[src/sv/wavrp_pkg.sv]
// Shared types and constants for the WAV RIFF header parser.
// No dependencies; used by wavrp_parser and the wav_riff_header_parser top level.
package wavrp_pkg;

    localparam logic [31:0] MAX_FMT_BYTES = 32'd64;

    // Chunk tags as little-endian words
    localparam logic [31:0] TAG_DATA = 32'h6174_6164;
    localparam logic [31:0] TAG_FMT  = 32'h2074_6D66;

    // Result status codes
    localparam logic [1:0] STATUS_HEADER  = 2'd0;
    localparam logic [1:0] STATUS_PAYLOAD = 2'd1;
    localparam logic [1:0] STATUS_ERROR   = 2'd2;

    typedef struct packed {
        logic [31:0] riff_total_length;
        logic [31:0] sample_rate;
        logic [15:0] channel_count;
        logic [15:0] format_tag;
        logic [7:0]  payload_byte;
        logic        header_ready;
        logic [1:0]  status;
    } result_t;

endpackage

[src/sv/wavrp_parser.sv]
// Parse state registers and per-byte next-state logic of the WAV header parser.
// Depends on wavrp_pkg for tags, status codes and the result type.
module wavrp_parser (
    input  logic              aclk,
    input  logic              aresetn,
    input  logic              accept,
    input  logic [7:0]        stream_byte,
    input  logic              end_of_stream,
    output wavrp_pkg::result_t result
);

    typedef enum logic [5:0] {
        PH_RIFF    = 6'b000001,
        PH_CHUNK   = 6'b000010,
        PH_FMT     = 6'b000100,
        PH_SKIP    = 6'b001000,
        PH_PAYLOAD = 6'b010000,
        PH_ERROR   = 6'b100000
    } phase_t;

    phase_t      phase_reg, phase_next;
    logic [7:0]  byte_cnt_reg, byte_cnt_next;
    logic [31:0] chunk_tag_reg, chunk_tag_next;
    logic [31:0] chunk_len_reg, chunk_len_next;
    logic [15:0] format_reg, format_next;
    logic [15:0] channels_reg, channels_next;
    logic [31:0] rate_reg, rate_next;
    logic [31:0] riff_len_reg, riff_len_next;
    logic [8:0]  fmt_cnt_inc;
    logic [1:0]  status;
    logic        ready;
    logic [7:0]  pay;

    function automatic logic [31:0] put_byte32(input logic [31:0] word,
                                               input logic [1:0]  pos,
                                               input logic [7:0]  b);
        logic [31:0] w;
        w = word;
        w[pos*8 +: 8] = b;
        return w;
    endfunction

    function automatic logic [15:0] put_byte16(input logic [15:0] word,
                                               input logic        pos,
                                               input logic [7:0]  b);
        logic [15:0] w;
        w = word;
        w[pos*8 +: 8] = b;
        return w;
    endfunction

    assign fmt_cnt_inc = {1'b0, byte_cnt_reg} + 9'd1;

    always_comb begin
        phase_next     = phase_reg;
        byte_cnt_next  = byte_cnt_reg;
        chunk_tag_next = chunk_tag_reg;
        chunk_len_next = chunk_len_reg;
        format_next    = format_reg;
        channels_next  = channels_reg;
        rate_next      = rate_reg;
        riff_len_next  = riff_len_reg;
        status         = wavrp_pkg::STATUS_HEADER;
        ready          = 1'b0;
        pay            = 8'd0;

        unique case (phase_reg)
            PH_RIFF: begin
                if (byte_cnt_reg >= 8'd4 && byte_cnt_reg < 8'd8) begin
                    riff_len_next = put_byte32(riff_len_reg, byte_cnt_reg[1:0], stream_byte);
                end
                if (byte_cnt_reg >= 8'd11) begin
                    riff_len_next = riff_len_reg + 32'd8;
                    byte_cnt_next = 8'd0;
                    phase_next    = PH_CHUNK;
                end else begin
                    byte_cnt_next = byte_cnt_reg + 8'd1;
                end
            end
            PH_CHUNK: begin
                if (byte_cnt_reg < 8'd4) begin
                    chunk_tag_next = put_byte32(chunk_tag_reg, byte_cnt_reg[1:0], stream_byte);
                end else begin
                    chunk_len_next = put_byte32(chunk_len_reg, byte_cnt_reg[1:0], stream_byte);
                end
                if (byte_cnt_reg >= 8'd7) begin
                    byte_cnt_next = 8'd0;
                    if (chunk_tag_next == wavrp_pkg::TAG_FMT) begin
                        if (chunk_len_next > wavrp_pkg::MAX_FMT_BYTES) begin
                            phase_next = PH_ERROR;
                            status     = wavrp_pkg::STATUS_ERROR;
                        end else if (chunk_len_next == 32'd0) begin
                            phase_next = PH_CHUNK;
                        end else begin
                            phase_next = PH_FMT;
                        end
                    end else if (chunk_tag_next == wavrp_pkg::TAG_DATA) begin
                        phase_next = PH_PAYLOAD;
                        ready      = 1'b1;
                    end else begin
                        phase_next = (chunk_len_next == 32'd0) ? PH_CHUNK : PH_SKIP;
                    end
                end else begin
                    byte_cnt_next = byte_cnt_reg + 8'd1;
                end
            end
            PH_FMT: begin
                if (byte_cnt_reg < 8'd2) begin
                    format_next = put_byte16(format_reg, byte_cnt_reg[0], stream_byte);
                end else if (byte_cnt_reg < 8'd4) begin
                    channels_next = put_byte16(channels_reg, byte_cnt_reg[0], stream_byte);
                end else if (byte_cnt_reg < 8'd8) begin
                    rate_next = put_byte32(rate_reg, byte_cnt_reg[1:0], stream_byte);
                end
                if ({23'd0, fmt_cnt_inc} >= chunk_len_reg) begin
                    byte_cnt_next = 8'd0;
                    phase_next    = PH_CHUNK;
                end else begin
                    byte_cnt_next = fmt_cnt_inc[7:0];
                end
            end
            PH_SKIP: begin
                chunk_len_next = chunk_len_reg - 32'd1;
                if (chunk_len_next == 32'd0) begin
                    phase_next = PH_CHUNK;
                end
            end
            PH_PAYLOAD: begin
                status = wavrp_pkg::STATUS_PAYLOAD;
                pay    = stream_byte;
            end
            default: begin
                phase_next = PH_ERROR;
                status     = wavrp_pkg::STATUS_ERROR;
            end
        endcase

        // End of stream short of the payload is an error
        if (end_of_stream && phase_next != PH_PAYLOAD) begin
            status = wavrp_pkg::STATUS_ERROR;
            pay    = 8'd0;
        end
    end

    always_comb begin
        result.status            = status;
        result.header_ready      = ready;
        result.payload_byte      = pay;
        result.format_tag        = format_next;
        result.channel_count     = channels_next;
        result.sample_rate       = rate_next;
        result.riff_total_length = riff_len_next;
    end

    // Return to the RIFF header on reset or after the last byte of a file
    always_ff @(posedge aclk) begin
        if (!aresetn || (accept && end_of_stream)) begin
            phase_reg     <= PH_RIFF;
            byte_cnt_reg  <= 8'd0;
            chunk_tag_reg <= 32'd0;
            chunk_len_reg <= 32'd0;
            format_reg    <= 16'd0;
            channels_reg  <= 16'd0;
            rate_reg      <= 32'd0;
            riff_len_reg  <= 32'd0;
        end else if (accept) begin
            phase_reg     <= phase_next;
            byte_cnt_reg  <= byte_cnt_next;
            chunk_tag_reg <= chunk_tag_next;
            chunk_len_reg <= chunk_len_next;
            format_reg    <= format_next;
            channels_reg  <= channels_next;
            rate_reg      <= rate_next;
            riff_len_reg  <= riff_len_next;
        end
    end

`ifndef SYNTHESIS
    a_eos_restart: assert property (@(posedge aclk) disable iff (!aresetn)
        accept && end_of_stream |=> phase_reg == PH_RIFF && byte_cnt_reg == 8'd0)
        else $error("parser did not restart after end of stream");

    a_fmt_in_bounds: assert property (@(posedge aclk) disable iff (!aresetn)
        phase_reg == PH_FMT |-> {24'd0, byte_cnt_reg} < chunk_len_reg
            && chunk_len_reg <= wavrp_pkg::MAX_FMT_BYTES)
        else $error("fmt byte counter past chunk length");

    a_skip_nonzero: assert property (@(posedge aclk) disable iff (!aresetn)
        phase_reg == PH_SKIP |-> chunk_len_reg != 32'd0)
        else $error("skip phase with zero remaining length");

    a_ready_enters_payload: assert property (@(posedge aclk) disable iff (!aresetn)
        accept && result.header_ready && !end_of_stream |=> phase_reg == PH_PAYLOAD)
        else $error("data header completed without entering payload");
`endif

endmodule

[src/sv/wav_riff_header_parser.sv]
// A result appears on the master side in the cycle after its byte is accepted.
// Throughput: one byte per cycle unless the master stalls; the output refills as taken.
// Every accepted byte yields exactly one result.
// Reset: aresetn low at a rising edge clears the parse state and empties the output.
// Top level of the WAV header parser; depends on wavrp_pkg and wavrp_parser.
module wav_riff_header_parser (
    input  logic         aclk,
    input  logic         aresetn,
    input  logic         s_axis_tvalid,
    output logic         s_axis_tready,
    input  logic [7:0]   s_axis_tdata,   // [7:0] stream_byte
    input  logic         s_axis_tlast,   // end_of_stream
    output logic         m_axis_tvalid,
    input  logic         m_axis_tready,
    // [7:0] payload_byte, [23:8] format_tag, [39:24] channel_count,
    // [71:40] sample_rate, [103:72] riff_total_length
    output logic [103:0] m_axis_tdata,
    output logic [2:0]   m_axis_tuser    // [1:0] status, [2] header_ready
);

    wavrp_pkg::result_t result;
    wavrp_pkg::result_t out_reg;
    logic               out_valid_reg;
    logic               accept;

    // Take a new request whenever the output register is empty or being drained
    assign s_axis_tready = !out_valid_reg || m_axis_tready;
    assign accept        = s_axis_tvalid && s_axis_tready;

    wavrp_parser u_parser (
        .aclk          (aclk),
        .aresetn       (aresetn),
        .accept        (accept),
        .stream_byte   (s_axis_tdata),
        .end_of_stream (s_axis_tlast),
        .result        (result)
    );

    always_ff @(posedge aclk) begin
        if (!aresetn) begin
            out_valid_reg <= 1'b0;
        end else if (s_axis_tready) begin
            out_valid_reg <= s_axis_tvalid;
        end
    end

    always_ff @(posedge aclk) begin
        if (accept) begin
            out_reg <= result;
        end
    end

    assign m_axis_tvalid = out_valid_reg;
    assign m_axis_tdata  = {out_reg.riff_total_length, out_reg.sample_rate,
                            out_reg.channel_count, out_reg.format_tag,
                            out_reg.payload_byte};
    assign m_axis_tuser  = {out_reg.header_ready, out_reg.status};

endmodule

[config.mk]
export PLATFORM = sky130hd
export DESIGN_NAME = wav_riff_header_parser
export DESIGN_NICKNAME = d
export VERILOG_FILES = /design/src/sv/wavrp_pkg.sv /design/src/sv/wavrp_parser.sv /design/src/sv/wav_riff_header_parser.sv
export SDC_FILE = /design/constraint.sdc
export NUM_CORES = 1
export LEC_CHECK = 0
export ABC_AREA = 1
export BUFFER_PORTS_ARGS = -buffer_cell sky130_fd_sc_hd__buf_2
export CORE_MARGIN = 2
export CORE_UTILIZATION = 58
export CTS_CLUSTER_SIZE = 30
export DETAILED_ROUTE_END_ITERATION = 7
export GPL_TIMING_DRIVEN = 0
export PLACE_DENSITY = 0.83
export SETUP_SLACK_MARGIN = 0.4
export SLEW_MARGIN = 40
export SYNTH_ARGS = -nofsm -noshare
export SYNTH_HDL_FRONTEND = slang
export SYNTH_HIERARCHICAL = 1
export SYNTH_SLANG_ARGS = --single-unit
[constraint.sdc]
create_clock -name aclk -period 12.3 [get_ports aclk]
set_clock_uncertainty 0.2 [all_clocks]
set_input_delay 1.845 -clock aclk [delete_from_list [all_inputs] [get_ports aclk]]
set_output_delay 1.845 -clock aclk [all_outputs]
set_load 0.1 [all_outputs]
## Word level (Yosys, flattened, before mapping)

Index checks and enable logic that the tools add are counted.
Widths: inputs -> output; s select.

| cells by class | value |
|---|---|
| mux-type cells | 42 |
| $mul | 0 |
| shift operators | 4 |
| $add $sub $neg | 6 |
| divide/modulo/power cells | 0 |
| eq/ne operators | 8 |
| order comparisons | 8 |
| bitwise logic cells | 3 |
| reduce and logical (&&, ||, !) cells | 18 |

Operator list:

| operator | number |
|---|---|
| $mux 32 | 11 |
| $bwmux 32 | 4 |
| $mux 16 | 5 |
| $logic_not 32->1 | 2 |
| $pmux 32 s2 | 1 |
| $mux 6 | 7 |
| $neg 4->34 | 1 |
| $neg 5->34 | 1 |
| $shift 8x34->16 const A | 1 |
| $shift 8x34->32 const A | 1 |
| $shiftx 8x34->16 | 1 |
| $shiftx 8x34->32 | 1 |
| $add 32x4->32 const B | 1 |
| $bwmux 16 | 2 |
| $eq 32x30->1 const B | 1 |
| $eq 32x31->1 const B | 1 |
| $ge 9x32->1 | 1 |
| $gt 32x7->1 const B | 1 |
| $sub 32x1->32 const B | 1 |
| $pmux 6 s5 | 1 |
| $mux 8 | 3 |
| $pmux 8 s3 | 1 |
| $ge 8x3->1 const B | 2 |
| $add 8x1->9 const B | 1 |
| 25 further kinds | 37 |

| storage, ports and cells | value |
|---|---|
| memories kept | 0 |
| bits in latches | 0 |
| word-level logic and storage cells | 105 |
| memory bits (read-only) | 0 |
| memory bits (writable) | 0 |
| bits of input ports | 13 |
| register bits | 282 |

## Logic depth before layout (Yosys ltp)

Gate-level depths: netlist (run 1).

| logic depth | value |
|---|---|
| depth in word-level cells | 14 |
| depth in mapped cells | 21 |
| mapped depth without buffers | 19 |

## Cells and area by module

Netlist (run 1), hierarchy kept.

Modules (own cells, without submodules):

| module | cells each | area each (µm²) | times used | seq. area each (µm²) |
|---|---|---|---|---|
| wavrp_parser | 2143 | 12361.9 | 1 | 3483.3 |
| wav_riff_header_parser | 114 | 3264.4 | 1 | 3233.1 |

## Least setup slack after synthesis (run 1)

OpenSTA, ideal clock, no wires.

| path | value |
|---|---|
| path kind | input to register |
| from | in s_axis_tvalid |
| to | reg u_parser.chunk_len_reg[20] |
| buffers on the path | 2 |
| setup slack | 2.590 ns |
| setup time | 0.137 ns |
| data arrival time | 9.373 ns |
| cell stages on the path | 7 |
| data required time | 11.963 ns |
| cell sequence | inv_1 a21oi_1 o21ai_1 inv_2 buf_2 clkbuf_1 a31oi_1 |

| on the way | value |
|---|---|
| longest elaborated chain between the ends | 3 |
| elaborated cells between the ends (all ways) | 4 |
| those cells by class | reduce/logical: 4 |

RTL lines:

| what | RTL line | text |
|---|---|---|
| start, declared | wav_riff_header_parser.sv:9 | `input logic s_axis_tvalid,` |
| $logic_and 1x1->1 * | wav_riff_header_parser.sv:28 | `assign accept = s_axis_tvalid && s_axis_tready;` |
| via accept | wav_riff_header_parser.sv:24 | `logic accept;` |
| $logic_and 1x1->1 | wavrp_parser.sv:157 | `if (!aresetn \|\| (accept && end_of_stream)) begin` |
| $logic_or 1x1->1 | wavrp_parser.sv:157 |  |
| end signal, assigned | wavrp_parser.sv:170 | `chunk_len_reg <= chunk_len_next;` |
| end, declared | wavrp_parser.sv:24 | `logic [31:0] chunk_len_reg, chunk_len_next;` |

Mark *: on every way through the listed nets, which the timed path passes. The rest lies on a longest branch.
A chain may end at the register's enable or synchronous reset.

## Worst setup path after layout (run 1)

| path | value |
|---|---|
| from | in m_axis_tready |
| to | out s_axis_tready |

| on the way | value |
|---|---|
| longest elaborated chain between the ends | 1 |

RTL lines:

| what | RTL line | text |
|---|---|---|
| start, declared | wav_riff_header_parser.sv:14 | `input logic m_axis_tready,` |
| $logic_or 1x1->1 | wav_riff_header_parser.sv:27 | `assign s_axis_tready = !out_valid_reg \|\| m_axis_tready;` |
| end, declared | wav_riff_header_parser.sv:10 | `output logic s_axis_tready,` |

No other way between the ends.

==> summary.md, run 1 <==
| Metric | Value |
|---|---|
| Postcts setup bufs | 0 |
| Io pins | 122 |
| Max Freq | 221 MHz |
| Routed via count | 16,100 |
| Internal | 1.67 mW |
| Hold Path Origin | u_parser/chunk_tag_reg[25] |
| Worst IR Drop VDD | 107 uV |
| CTS tree | done |
| Mapped Nets | 2,287 |
| Detailed placement HPWL | 40,700 um |
| Clock Power Share | 0.367 |
| Net Sw Power | 870 uW |
| Status | complete, no violations |
| Top FF cell, synth | dfxtp_1 |
| Post-synth ARST share | 0 |
| P per Cell Area | 143 nW/um^2 |
| Num CTS Buffers | 30 |
| Post-synth cell types | 49 |
| Share of layout cells above drive strength 1 | 0.102 |
| Max-slew violations | 0 |
| Mapped Cells | 2,257 |
| Row count | 60 |
| WP data arrival | 2480 ps |
| Sequential area share after synthesis | 0.430 |
| R2R setup slack | 7860 ps |
| Hold depth | 2 |
| Sw Share | 0.342 |
| Register share of total power | 0.413 |
| Avg Inst Size Synth | 6.92 um^2 |
| H-tree depth | 1 |
| Via density | 5.79 |
| Reg2reg start | u_parser/byte_cnt_reg[0] |
| Final Hold Viols | 0 |
| Final Critical Period | 4520 ps |
| Total global routing overflow | 0 |
| Logic pwr share | 0.220 |
| Starting density of the core | 0.585 |
| CP required | 10,260 ps |
| Worst Hold End | u_parser/chunk_tag_reg[25] |
| Slew headroom | 0.340 |
| Final GP Congestion | 0.996 |
| Most used routing layer | met2 |
| Crit Path Max Fanout | 2 |
| #FFs+latches synth | 282 |
| First-pass GRT wire length | 82,400 um |
| Synthesized area | 15,600 um^2 |
| NumNets Final | 2,448 |
| Worst slack, placed | 7480 ps |
| Routed WL per cell | 19.6 um |
| Total track usage | 0.378 |
| Vias in the first global route | 14,800 |
| Post-DP Area | 16,800 um^2 |
| Max reg flops | 104 |
| Synth warn | 6 |
| Static leakage | 8.40 nW |
| Drt drc | 0 |
| Buffers on Ports | 121 |
| R2r endpoint | m_axis_tuser[1] |
| Antenna violations before repair | 1 |
| Die footprint | 28,300 um^2 |
| Die H | 168 um |
| Hold slack | 299 ps |
| Number of flops mapped to enable cells by yosys | 107 |
| Routed Wire Length | 54,400 um |
| Root buffer cell | clkbuf_16 |
| Hold WC Path Type | reg2reg |
| Total power | 2.54 mW |
| Max_cap viols | 0 |
| Clock Sinks | 282 |
| Crit. End Element | output pin |
| DRT iter0 DRCs | 1,849 |
| CTS clk-pin slew, worst paths | 60 ps |
| Slack of the critical path | 7780 ps |
| Met3 GRT Util | 0.0731 |
| CORE AREA | 26,700 um^2 |
| Tcrit/Tclk final | 0.368 |
| RSZ-0062 raised after global routing | false |
| Setup Viol. Count Final | 0 |
| Least-Margin Pin Slew | 986 ps |
| First-pass DRT Iterations | 7 |
| Reg2reg path depth | 13 |
| Area Overhead vs Synth | 14.0% |
| CTS Hold Bufs | 0 |
| Die width | 168 um |
| Element type at the critical path start | input pin |
| Post-cts sizing count | 0 |
| Clk buf depth | 3 |
| Largest net degree at the start of global routing | 22 |
| Design Area, Final | 17,800 um^2 |
| Antenna-violating nets left | 0 |
| Met2 Use GR | 0.610 |
| GR met1 Demand/Resource | 0.479 |
| Critical path class | in2out |
| Clk_lat worst skew | 590 ps |
-- metal layers --
metal	up-vias	routed length [um]
met5	-	13
met3	206	5720
met2	934	24400
met1	7315	20900
li1	7655	-
met4	2	3380
-- critical path, cell delays in order --
cell     delay [ps]
buf_2            80
inv_2            50
nand2_2          70
buf_2           430
-- worst max path at each step --
stage	from	end	slack, ps	cells past startpoint
floorplan	s_axis_tvalid	u_parser/chunk_len_reg[20]	2590	7
global placement	s_axis_tvalid	u_parser/chunk_len_reg[28]	-1110	8
detailed placement	s_axis_tdata[2]	m_axis_tuser[1]	7480	13
CTS	m_axis_tready	s_axis_tready	7780	4
global route	m_axis_tready	s_axis_tready	7760	4
finish	m_axis_tready	s_axis_tready	7780	4
-- Yosys cell counts, types with 2 or more instances --
master	n	area (um^2)
nand2_1	567	2130
inv_1	314	1180
nor2_1	307	1150
o21ai_0	208	1040
dfxtp_1	175	3500
nand3_1	108	541
a21oi_1	107	536
edfxtp_1	107	3210
clkbuf_1	66	248
o21ai_1	34	170
o211ai_1	27	203
a31oi_1	25	156
nand4_1	21	131
nor3_1	19	95.1
ha_1	17	213
xor2_1	17	149
buf_2	15	75.1
o22ai_1	11	68.8
inv_2	10	37.5
nor2_2	9	56.3
nor4_1	9	56.3
o32ai_1	9	78.8
buf_1	7	26.3
nand2_2	7	43.8
a211oi_1	5	37.5
buf_4	5	37.5
nor2_4	5	56.3
nand3b_1	4	30.0
o221ai_1	4	35.0
or2_2	4	25.0
xnor2_1	4	35.0
a21oi_2	3	26.3
a221oi_1	3	26.3
buf_6	3	33.8
clkinv_1	3	11.3
nor4_4	2	42.5
o21bai_1	2	15.0
o31ai_1	2	15.0
or2_0	2	12.5
-- per-stage QoR --
step	setup TNS, ps	instances	util
finish	0	2784	0.666
global placement	-31210	2719	0.623
floorplan	0	2257	-
CTS	0	2783	0.666
detailed placement	0	2727	0.629
global route	0	2783	0.666
-- power by group through the flow --
stage               Sequential, mW  Clock (mW)  Combinational [mW]
global route                  1.06       0.967               0.593
CTS                           1.05       0.936               0.549
detailed placement            1.07           0               0.546
global placement              1.08           0               0.535
floorplan                     1.27           0               0.223
finish                        1.05       0.933               0.559
-- cells in the final DEF, fill, tap and decap left out, drive strengths merged --
master / instances
clkinvlp: 1
edfxtp: 107
a211oi: 5
a21boi: 1
o21ai: 243
dfxtp: 175
o211ai: 27
a22oi: 1
a31oi: 25
nand4: 22
a221o: 1
o311ai: 1
or2: 6
ha: 17
o221ai: 4
nand2: 574
and2: 1
o22ai: 11
nor3: 19
a221oi: 3
nand3: 109
bufinv: 4
o32ai: 9
inv: 327
o21a: 1
a21oi: 110
clkinv: 11
nor2: 321
o21bai: 2
diode: 1
xor2: 17
nor3b: 1
buf: 159
nand3b: 4
clkbuf: 106
xnor2: 4
o31ai: 2
nor4: 11
-- layout make-up --
class / instances / area [um^2]
plain buffers: 96 / 422
inverters: 327 / 1230
diodes: 1 / 2.50
fillers: 2399 / 8910
well taps: 341 / 427
clock inverters: 16 / 219
clock buffers: 40 / 788
repair buffers: 129 / 714
multi-input cells: 1552 / 7300
flip-flops and latches: 282 / 6720
-- cell families after synthesis --
group                      Yosys count  synth area share
adders and majority gates           17            0.0136
and+or+nand+nor                   1068             0.282
buffers and inverters              423             0.105
xor gates and xnor gates            21            0.0118
DFF                                282             0.430
AOI/OAI and AO/OA                  446             0.157
Power figures use the tool's default switching activity.
==> inputs of run 2 (changes only) <==
==> constraint.sdc (replaced) <==
create_clock -name aclk -period 4.2 [get_ports aclk]
set_clock_uncertainty 0.2 [all_clocks]
set_input_delay 0.63 -clock aclk [delete_from_list [all_inputs] [get_ports aclk]]
set_output_delay 0.63 -clock aclk [all_outputs]
set_load 0.1 [all_outputs]
==> run 2 against run 1 <==
  * Global-route usage about the same
  * Sequential cell count did not move
  * Routed wire length about the same
  * Cell count about the same
  * Sequential share of layout area is 0.55 points lower
  * Critical endpoint is now m_axis_tuser[1]
  * Highest routed layer is now met4
==> summary.md, run 2 (synthesized netlist as in run 1, its figures left out) <==
| Metric | Value |
|---|---|
| Vias in the first global route | 14,900 (+0.62%) |
| Num CTS Buffers | 30 (unchanged) |
| DRT iter0 DRCs | 2,177 (+18%) |
| Die H | 168 um (unchanged) |
| Routed WL per cell | 19.5 um (-0.10%) |
| CTS clk-pin slew, worst paths | 70 ps (about the same) |
| Antenna-violating nets left | 0 (unchanged) |
| Static leakage | 8.53 nW (+1.5%) |
| Routed via count | 16,300 (+0.98%) |
| Worst IR Drop VDD | 296 uV (+180%) |
| Clock Sinks | 282 (unchanged) |
| Element type at the critical path start | flop |
| Setup Viol. Count Final | 0 (unchanged) |
| Commonest non-fill, non-tap cell in the layout | nand2_1 |
| Clk buf depth | 3 (unchanged) |
| Tcrit/Tclk final | 0.931 |
| Total track usage | 0.377 (about the same) |
| Final Hold Viols | 0 (unchanged) |
| Via density | 5.84 (+0.94%) |
| Drt drc | 0 (unchanged) |
| Least-Margin Pin Slew | 876 ps (-110 ps) |
| DP Cell Count | 2,726 (-0.037%) |
| WP data arrival | 3970 ps (+1490 ps) |
| First-pass GRT wire length | 82,600 um (+0.17%) |
| Crit Path Max Fanout | 10 (+8) |
| Critical path class | reg2reg |
| Setup TNS | 0 ps (unchanged) |
| Max Freq | 256 MHz |
| Sw Share | 0.340 (-0.00187) |
| Share of layout cells above drive strength 1 | 0.127 (+0.0254) |
| Net Sw Power | 2.54 mW (+190%) |
| Area Overhead vs Synth | 15.7% |
| Slack of the critical path | 289 ps (-7490 ps) |
| Register share of total power | 0.412 (about the same) |
| Slew headroom | 0.416 (+0.0757) |
| Clk_lat worst skew | 580 ps (about the same) |
| CP required | 4260 ps (-6000 ps) |
| First-pass DRT Iterations | 6 (-1) |
| Logic pwr share | 0.223 (+0.003) |
| Non-Filler Instances | 2,785 (+0.036%) |
| Crit. End Element | flop |
| Row count | 60 (unchanged) |
| Io pins | 122 (unchanged) |
| Status | complete, no violations |
| Final GP Congestion | 1.02 (+2.3%) |
| Buffers on Ports | 121 (unchanged) |
| Worst slack, placed | -23.2 ps (-7500 ps) |
| P per Cell Area | 413 nW/um^2 (+190%) |
| Internal | 4.93 mW (+190%) |
| Hold WC Path Type | in2reg |
| Max reg flops | 104 (unchanged) |
| CTS tree | done |
| Root buffer cell | clkbuf_16 |
| Die width | 168 um (unchanged) |
| Final Critical Period | 3910 ps |
| NumNets Final | 2,448 (unchanged) |
| CORE AREA | 26,700 um^2 (unchanged) |
| Antenna violations before repair | 1 (unchanged) |
| Routed Wire Length | 54,400 um (about the same) |
| Max_cap viols | 0 (unchanged) |
| Die footprint | 28,300 um^2 (unchanged) |
| Highest-count cells in the layout ignoring fill and taps | nand2_1 (566), inv_1 (311), nor2_1 (286) |
| Starting density of the core | 0.585 (unchanged) |
| Total global routing overflow | 0 (unchanged) |
| Clock Power Share | 0.364 (-0.003) |
| H-tree depth | 1 (unchanged) |
| RSZ-0062 raised after global routing | true |
| Detailed placement HPWL | 40,400 um (-0.67%) |
| CTS Hold Bufs | 0 (unchanged) |
| Largest net degree at the start of global routing | 22 (unchanged) |
| Max-slew violations | 0 (unchanged) |
[run 2: changes by cell type in the layout (fill, tap and decap cells not counted), sizes merged]
cell / change
clkinv: +4
inv: -3
clkbuf: -1
diode: +1
buf: -1
clkinvlp: +1
[run 2: critical path, cell delays in order, from the launching register on]
cell and delay [ps]:
dfxtp_1 550, inv_1 210, ha_2 540, clkbuf_2 330, nor2_1 230, inv_2 200, nand2_1 110, nand2_1 90
nand2_1 50, nor2_1 80, nand2_1 60, nor2_2 240, nand2_1 210, o21ai_1 310, o211ai_1 210
[run 2: timing repair]
action                                  CTS  global route
endpoints found under the setup margin    8            13
buffers inserted                          1             0
resized for setup                        22            20
pin swaps                                 1             0
hold endpoints to repair                  0             0
[run 2: power groups by stage]
stage | clock network (mW) | registers, mW | logic (mW)
after global placement | 0 | 3.14 | 1.57
after detailed placement | 0 | 3.14 | 1.61
after CTS | 2.75 | 3.08 | 1.62
final | 2.72 | 3.08 | 1.67
after floorplan | 0 | 3.70 | 0.660
after global routing | 2.85 | 3.09 | 1.77
[run 2: final cells by class]
type,count,area [um^2]
Antenna cell,2,5.00
Buffer,96,523
Clock buffer,38,801
Clock inverter,18,206
Fill cell,2411,8640
Inverter,327,1240
Multi-Input combinational cell,1552,7450
Sequential cell,282,6720
Tap cell,341,427
Timing Repair Buffer,129,711
[run 2: final timing paths]
kind	slack [ps]	start	to	cells past startpoint
worst max-delay path	290	u_parser/byte_cnt_reg[1]	m_axis_tuser[1]	14
worst min-delay path	100	aresetn	m_axis_tvalid	3
worst max register to register	290	u_parser/byte_cnt_reg[1]	m_axis_tuser[1]	14
worst min register to register	290	u_parser/chunk_tag_reg[17]	u_parser/chunk_tag_reg[17]	2
[run 2: layer usage]
metal,up-vias,GRT usage,part of all wire
met4,0,0.201,0.060
met5,-,0,0
met3,202,0.0658,0.12
met1,7475,0.498,0.39
met2,937,0.597,0.44
li1,7656,-,-
[run 2: through the flow]
stage | hold WS (ps) | util | instance area, um^2 | total power [mW]
2_1_floorplan | 258 | - | 15800 | 4.36
3_3_place_gp | 274 | 0.629 | 16800 | 4.71
3_5_place_dp | 279 | 0.634 | 16900 | 4.74
4_1_cts | 85.9 | 0.674 | 18000 | 7.45
5_1_grt | 96.4 | 0.677 | 18100 | 7.71
6_report | 95.9 | 0.677 | 18100 | 7.47
